[src/sv/hcbd_pkg.sv]
`default_nettype none

package hcbd_pkg;

    localparam int SIZE_BITS  = 32;
    localparam int COUNT_BITS = 32;
    localparam int LIMIT_BITS = 32;
    localparam int CMP_BITS   = (COUNT_BITS > LIMIT_BITS) ? COUNT_BITS : LIMIT_BITS;
    localparam int SKIP_COUNT = 2;

    localparam logic [7:0] CHAR_CR = 8'h0D;
    localparam logic [7:0] CHAR_LF = 8'h0A;

    typedef enum logic [4:0] {
        PH_SIZE = 5'b00001,
        PH_DATA = 5'b00010,
        PH_SKIP = 5'b00100,
        PH_DONE = 5'b01000,
        PH_BIG  = 5'b10000
    } phase_t;

    typedef enum logic [1:0] {
        ST_BUSY = 2'd0,
        ST_DONE = 2'd1,
        ST_BIG  = 2'd2
    } status_t;

    typedef struct packed {
        logic       payload_valid;
        logic [7:0] payload_byte;
        status_t    status;
    } result_t;

    typedef struct packed {
        logic       is_hex;
        logic [3:0] nibble;
    } hex_t;

    function automatic hex_t hex_value(input logic [7:0] b);
        hex_t h;
        h.is_hex = 1'b1;
        h.nibble = 4'd0;
        if (b inside {[8'h30:8'h39]})
        begin
            h.nibble = 4'(b - 8'h30);
        end
        else if (b inside {[8'h61:8'h66]})
        begin
            h.nibble = 4'(b - 8'h57);
        end
        else if (b inside {[8'h41:8'h46]})
        begin
            h.nibble = 4'(b - 8'h37);
        end
        else
        begin
            h.is_hex = 1'b0;
        end
        return h;
    endfunction

endpackage

`default_nettype wire

[src/sv/http_chunked_body_decoder_top.sv]
`default_nettype none

// HTTP chunked body decoder. Feed the raw bytes of a chunked message body,
// one per beat, on body_byte; every accepted byte yields exactly one result
// beat carrying payload_valid, payload_byte and status, in order. Hex chunk
// sizes are gathered (saturating) up to the first non-hex byte, the size
// line ends on CR LF, data bytes are passed with payload_valid high, and the
// two bytes after each chunk are dropped unchecked. A zero-size chunk ends
// the body with status 1; a nonzero max_body_bytes that the payload total
// exceeds gives a sticky status 2. After either, bytes are consumed and
// answered with payload_valid low. The block sustains one byte per clock
// while result_stall is low: a byte is held in the input register, and the
// phase and counter update is combinational logic into the result register,
// so a new byte can enter while the held byte moves on to its result.
// Write max_body_bytes only while the block is idle; cfg_ready is always high.

module http_chunked_body_decoder_top (
    input  wire logic                            clk,
    input  wire logic                            rst_n,
    input  wire logic                            body_valid,
    output      logic                            body_stall,
    input  wire logic [7:0]                      body_byte,
    output      logic                            result_valid,
    input  wire logic                            result_stall,
    output      logic                            payload_valid,
    output      logic [7:0]                      payload_byte,
    output      logic [1:0]                      status,
    input  wire logic                            cfg_valid,
    output      logic                            cfg_ready,
    input  wire logic [hcbd_pkg::LIMIT_BITS-1:0] max_body_bytes
);

    logic              in_valid_reg;
    logic [7:0]        in_byte_reg;
    logic              out_valid_reg;
    hcbd_pkg::result_t out_res_reg;
    hcbd_pkg::result_t core_res;

    logic              advance;
    logic              fire;
    logic              take;

    // The result register can take a new beat when empty or being drained.
    assign advance = !out_valid_reg || !result_stall;
    // Process the held byte only when its result has somewhere to go.
    assign fire    = in_valid_reg && advance;
    // Stall the input only when the held byte cannot move on.
    assign body_stall = in_valid_reg && !advance;
    assign take       = body_valid && !body_stall;

    assign cfg_ready = 1'b1;

    hcbd_core u_core (
        .clk       (clk),
        .rst_n     (rst_n),
        .fire      (fire),
        .data_byte (in_byte_reg),
        .cfg_write (cfg_valid && cfg_ready),
        .cfg_data  (max_body_bytes),
        .res       (core_res)
    );

    always_ff @(posedge clk or negedge rst_n)
    begin
        if (!rst_n)
        begin
            in_valid_reg  <= 1'b0;
            out_valid_reg <= 1'b0;
        end
        else
        begin
            if (take || fire)
            begin
                in_valid_reg <= take;
            end
            if (advance)
            begin
                out_valid_reg <= fire;
            end
        end
    end

    // Payload registers: load on their beat, hold otherwise.
    always_ff @(posedge clk)
    begin
        if (take)
        begin
            in_byte_reg <= body_byte;
        end
        if (fire)
        begin
            out_res_reg <= core_res;
        end
    end

    assign result_valid  = out_valid_reg;
    assign payload_valid = out_res_reg.payload_valid;
    assign payload_byte  = out_res_reg.payload_byte;
    assign status        = out_res_reg.status;

endmodule

`default_nettype wire

[src/sv/hcbd_core.sv]
`default_nettype none

module hcbd_core (
    input  wire logic                           clk,
    input  wire logic                           rst_n,
    input  wire logic                           fire,
    input  wire logic [7:0]                     data_byte,
    input  wire logic                           cfg_write,
    input  wire logic [hcbd_pkg::LIMIT_BITS-1:0] cfg_data,
    output hcbd_pkg::result_t                   res
);

    hcbd_pkg::phase_t                   phase_reg, phase_next;
    logic [hcbd_pkg::SIZE_BITS-1:0]     chunk_reg, chunk_next;
    logic [hcbd_pkg::COUNT_BITS-1:0]    total_reg, total_next;
    logic                               stopped_reg, stopped_next;
    logic                               cr_reg, cr_next;
    logic [1:0]                         skip_reg, skip_next;
    logic [hcbd_pkg::LIMIT_BITS-1:0]    limit_reg;

    hcbd_pkg::hex_t                     hex;
    logic [hcbd_pkg::SIZE_BITS-1:0]     chunk_acc;
    logic [hcbd_pkg::COUNT_BITS-1:0]    total_inc;
    logic                               over_limit;

    assign hex = hcbd_pkg::hex_value(data_byte);

    // saturate once the top nibble is occupied
    assign chunk_acc = (chunk_reg[hcbd_pkg::SIZE_BITS-1 -: 4] != 4'd0) ? '1
                     : {chunk_reg[hcbd_pkg::SIZE_BITS-5:0], hex.nibble};

    assign total_inc = (&total_reg) ? total_reg
                     : total_reg + hcbd_pkg::COUNT_BITS'(1);

    assign over_limit = (limit_reg != '0) &&
        (hcbd_pkg::CMP_BITS'(total_inc) > hcbd_pkg::CMP_BITS'(limit_reg));

    always_comb
    begin
        phase_next        = phase_reg;
        chunk_next        = chunk_reg;
        total_next        = total_reg;
        stopped_next      = stopped_reg;
        cr_next           = cr_reg;
        skip_next         = skip_reg;
        res.payload_valid = 1'b0;
        res.payload_byte  = 8'd0;
        res.status        = hcbd_pkg::ST_BUSY;
        case (phase_reg)
            hcbd_pkg::PH_SIZE:
            begin
                if (!stopped_reg && hex.is_hex)
                begin
                    chunk_next = chunk_acc;
                    cr_next    = 1'b0;
                end
                else
                begin
                    stopped_next = 1'b1;
                    if (cr_reg && data_byte == hcbd_pkg::CHAR_LF)
                    begin
                        cr_next = 1'b0;
                        if (chunk_reg == '0)
                        begin
                            phase_next = hcbd_pkg::PH_DONE;
                            res.status = hcbd_pkg::ST_DONE;
                        end
                        else
                        begin
                            phase_next = hcbd_pkg::PH_DATA;
                        end
                    end
                    else
                    begin
                        cr_next = (data_byte == hcbd_pkg::CHAR_CR);
                    end
                end
            end
            hcbd_pkg::PH_DATA:
            begin
                res.payload_valid = 1'b1;
                res.payload_byte  = data_byte;
                total_next        = total_inc;
                if (chunk_reg != '0)
                begin
                    chunk_next = chunk_reg - hcbd_pkg::SIZE_BITS'(1);
                end
                if (over_limit)
                begin
                    phase_next = hcbd_pkg::PH_BIG;
                    res.status = hcbd_pkg::ST_BIG;
                end
                else if (chunk_next == '0)
                begin
                    phase_next = hcbd_pkg::PH_SKIP;
                    skip_next  = 2'(hcbd_pkg::SKIP_COUNT);
                end
            end
            hcbd_pkg::PH_SKIP:
            begin
                if (skip_reg != 2'd0)
                begin
                    skip_next = skip_reg - 2'd1;
                end
                if (skip_next == 2'd0)
                begin
                    phase_next   = hcbd_pkg::PH_SIZE;
                    chunk_next   = '0;
                    stopped_next = 1'b0;
                    cr_next      = 1'b0;
                end
            end
            hcbd_pkg::PH_DONE:
            begin
                res.status = hcbd_pkg::ST_DONE;
            end
            default:
            begin
                phase_next = hcbd_pkg::PH_BIG;
                res.status = hcbd_pkg::ST_BIG;
            end
        endcase
    end

    always_ff @(posedge clk or negedge rst_n)
    begin
        if (!rst_n)
        begin
            phase_reg   <= hcbd_pkg::PH_SIZE;
            chunk_reg   <= '0;
            total_reg   <= '0;
            stopped_reg <= 1'b0;
            cr_reg      <= 1'b0;
            skip_reg    <= 2'd0;
            limit_reg   <= '0;
        end
        else
        begin
            if (fire)
            begin
                phase_reg   <= phase_next;
                chunk_reg   <= chunk_next;
                total_reg   <= total_next;
                stopped_reg <= stopped_next;
                cr_reg      <= cr_next;
                skip_reg    <= skip_next;
            end
            if (cfg_write)
            begin
                limit_reg <= cfg_data;
            end
        end
    end

endmodule

`default_nettype wire
[config.mk]
export PLATFORM = sky130hd
export DESIGN_NAME = http_chunked_body_decoder_top
export DESIGN_NICKNAME = d
export VERILOG_FILES = /design/src/sv/hcbd_pkg.sv /design/src/sv/http_chunked_body_decoder_top.sv /design/src/sv/hcbd_core.sv
export SDC_FILE = /design/constraint.sdc
export NUM_CORES = 1
export LEC_CHECK = 0
export ABC_AREA = 1
export BUFFER_PORTS_ARGS = -buffer_cell sky130_fd_sc_hd__buf_2
export CAP_MARGIN = 20
export CORE_UTILIZATION = 62
export DETAILED_ROUTE_END_ITERATION = 16
export PLACE_DENSITY = 0.82
export SYNTH_ARGS = -nofsm -noshare
export SYNTH_HDL_FRONTEND = slang
export SYNTH_SLANG_ARGS = --single-unit
[constraint.sdc]
create_clock -name clk -period 4.5 [get_ports clk]
set_clock_uncertainty 0.1 [all_clocks]
set_input_delay 0.45 -clock clk [delete_from_list [all_inputs] [get_ports clk]]
set_output_delay 0.45 -clock clk [all_outputs]
set_load 0.03 [all_outputs]
==> results.py <==
metrics = {
    "status": {
        "outcome": "finished clean",
    },
    "global_routing": {
        "antenna_found_initial": 0,
        "grt_max_degree": 84,
        "grt_first_pass_wirelength_um": 35800,
        "grt-ovfl-total": 0,
        "grtUsageTotal_pct": 32.5,
        "first_global_vias": 7397,
    },
    "power": {
        "p_leak_nw": 4.46,
        "report.power.total_mw": 2.78,
        "vdd_drop_max_mv": 0.272,
        "powerDensity_mw_per_mm2": 295,
        "pwr-share-seq_pct": 44.1,
        "p_int_mw": 2.04,
        "p_sw_share_pct": 26.5,
        "p_comb_share_pct": 8.2,
        "net-switching-power_uw": 736,
        "clockPowerShare_pct": 47.7,
    },
    "yosys": {
        "netlist_area_mm2": 0.00838,
        "synth-seq-cells": 126,
        "syn_area_per_cell_um2": 7.17,
        "ys_warn_count": 0,
        "synthTopCellsByArea": "dfrtp_1 (32%), nand2_1 (13%), o21ai_0 (7.0%)",
        "yosysMostFrequentCell": "nand2_1",
        "async_reset_ff_share_pct": 84.9,
        "ys.flop_type": "dfrtp_1",
        "synth_edf_count": 19,
        "syn-num-nets": 1252,
        "synth_common_cells": "nand2_1 (293), inv_1 (147), nor2_1 (140)",
        "seq_area_frac_synth_pct": 38.8,
        "netlist_instances": 1169,
        "synth_top_area_cell": "dfrtp_1",
        "synth_top_area_share_pct": 31.7,
        "synth_cell_types": 43,
    },
    "routing": {
        "finalWirelength_um": 21600,
        "firstDrtPassIters": 6,
        "route.antenna.remaining_nets": 0,
        "drcViolationCount": 0,
        "m1WireLength_um": 9190,
        "topRoutingLayerUsed": "met4",
        "viasPerCell": 5.61,
        "route.met2.wl_um": 10600,
        "wl_met3_um": 1300,
        "post_drt_wl_per_cell_um": 15.3,
        "vias": 7912,
        "drt_iter0_markers": 688,
    },
    "worst_setup_path": {
        "arrival_ns": 4.29,
        "criticalPathCategory": "flop to flop",
        "crit_required_ns": 4.76,
        "crit_slowest_cell": "dfrtp_1",
        "critPathMaxFanout": 6,
        "endpoint_kind": "flop",
        "cp_num_buf_inv": 4,
        "max_stage_delay_ns": 0.39,
        "cp_cell_sequence": "inv_1 -> nor4_2 -> nand2_1 -> inv_1 -> nand3_1 -> nor2_4 -> nand4_1 -> inv_1 -> nand4_1 -> and2_1 -> ha_1 -> nand2_1 -> nor2_1 -> nand2_1 -> nor4b_1 -> nand2_1 -> nand2_1 -> inv_1 -> a21oi_1 -> nand2_4 -> nand2_4 -> nand2_1 -> nand2_1",
        "crit_path_frequent_cell": "nand2_1",
        "start_kind": "flop",
        "cp_top_family": "simple AND/OR/NAND/NOR gates",
    },
    "final_layout": {
        "fin_cells": 1411,
        "num_antenna_cells": 0,
        "seq_area_mm2": 0.00325,
        "fillers": 1113,
        "fin_area_mm2": 0.00942,
        "fin_nets": 1305,
        "post-route-util_pct": 71.4,
        "area_growth_pct": 12.5,
        "multi_input_area_mm2": 0.00442,
        "drive_gt1_share_pct": 11.4,
    },
    "placement": {
        "place_hpwl_um": 16000,
        "gp_congestion": 0.951,
        "io_buffers": 57,
        "post-place-cells": 1377,
        "placed_area_mm2": 0.00880,
    },
    "timing": {
        "grt_setup_unrepaired": "no",
        "drv_slew": 0,
        "max_freq_mhz": 249,
        "relSlewSlack_pct": 36.6,
        "worstMarginPinSlew_ns": 0.951,
        "min_period_ns": 4.02,
        "fin_tns_setup_ns": 0,
        "timing_hold_violations_final": 0,
        "setup_violations": 0,
        "finalCritPeriodShare_pct": 89.4,
    },
    "clock_tree": {
        "cts_root_buffer": "clkbuf_16",
        "ctsLongestPathBuffers": 2,
        "cts_tree": "yes",
        "cts_buffers": 17,
        "insertion_delay_ns": 0.43,
        "cts.sinks": 126,
        "htree_levels": 4,
        "cts.clk_slew.worst_paths_ns": 0.06,
        "cts_setup_buffers": 0,
    },
    "flow_run": {
        "max_cap_violations": 0,
    },
    "floorplanning": {
        "initial_core_util_pct": 63.5,
        "coreArea_mm2": 0.0132,
        "die_x_um": 118,
        "die_y_um": 118,
        "fp-row-count": 42,
        "dieArea_mm2": 0.0140,
        "num_io_pins": 59,
    },
    "worst_hold_path": {
        "hold_path_class": "primary input to flop",
    },
}
cell type report:
cell class | count | area share (%)
clock buffer | 17 | 4.51
clock inverter | 15 | 1.46
inverter | 151 | 6.01
multi-input combinational | 857 | 46.9
sequential | 126 | 34.5
tap | 176 | 2.34
timing repair buffer | 69 | 4.25
worst paths after layout:
check	from	end	slack, ns	depth (start not counted)
max in group asynchronous	rst_n	u_core.phase_reg[0]	3.31	3
setup / recovery	u_core.total_reg[3]	u_core.phase_reg[0]	0.48	23
setup reg to reg	u_core.total_reg[3]	u_core.phase_reg[0]	0.48	23
hold / removal	body_byte[0]	in_byte_reg[0]	0.09	1
min in group asynchronous	rst_n	u_core.limit_reg[1]	0.33	2
hold reg to reg	in_valid_reg	result_valid	0.37	2
cell families (layout without fill, tap and decap cells):
kind of cell	count (synthesis)	in the layout	share of synthesized area, %
flops	126	126	38.8
xor+xnor	31	31	3.33
fa+ha+maj	38	38	5.67
compound gates	191	191	12.0
simple gates	596	596	31.4
other cells	1	1	0.0448
buf+inv	186	252	8.81
per-stage QoR:
stage | setup WS (ns) | hold WS, ns
floorplan | 0.876 | 0.0544
global placement | 0.445 | 0.353
detailed placement | 0.362 | 0.357
CTS | 0.331 | 0.0844
global route | 0.0284 | 0.0837
finish | 0.478 | 0.0942
cells in the final DEF, fill, tap and decap left out, drive strengths merged, types with 24 or more instances in the layout:
cell type  instances
nand3             65
o21ai            124
ha                38
xor2              29
nand4             30
dfrtp            106
nor2             156
nand2            304
buf               68
a21oi             36
a31oi             24
inv              156
routing by layer:
layer	track usage [%]	vias up
met5	0	-
met4	11.5	0
met3	6.13	47
met2	55.4	277
met1	41.2	3652
li1	-	3936
timing repair:
action / in CTS / in global routing
hold endpoints to repair: 0 / 15
resized for setup: 0 / 4
hold buffers: 0 / 1
setup endpoints to repair: 0 / 7
power by group through the flow:
stage / Clock, mW / Combinational, mW / Sequential [mW]
finish: 1.33 / 0.228 / 1.22
CTS: 1.34 / 0.226 / 1.22
global placement: 0 / 0.218 / 1.24
detailed placement: 0 / 0.223 / 1.24
floorplan: 0 / 0.115 / 1.26
global route: 1.38 / 0.258 / 1.23
Power figures use the tool's default switching activity.
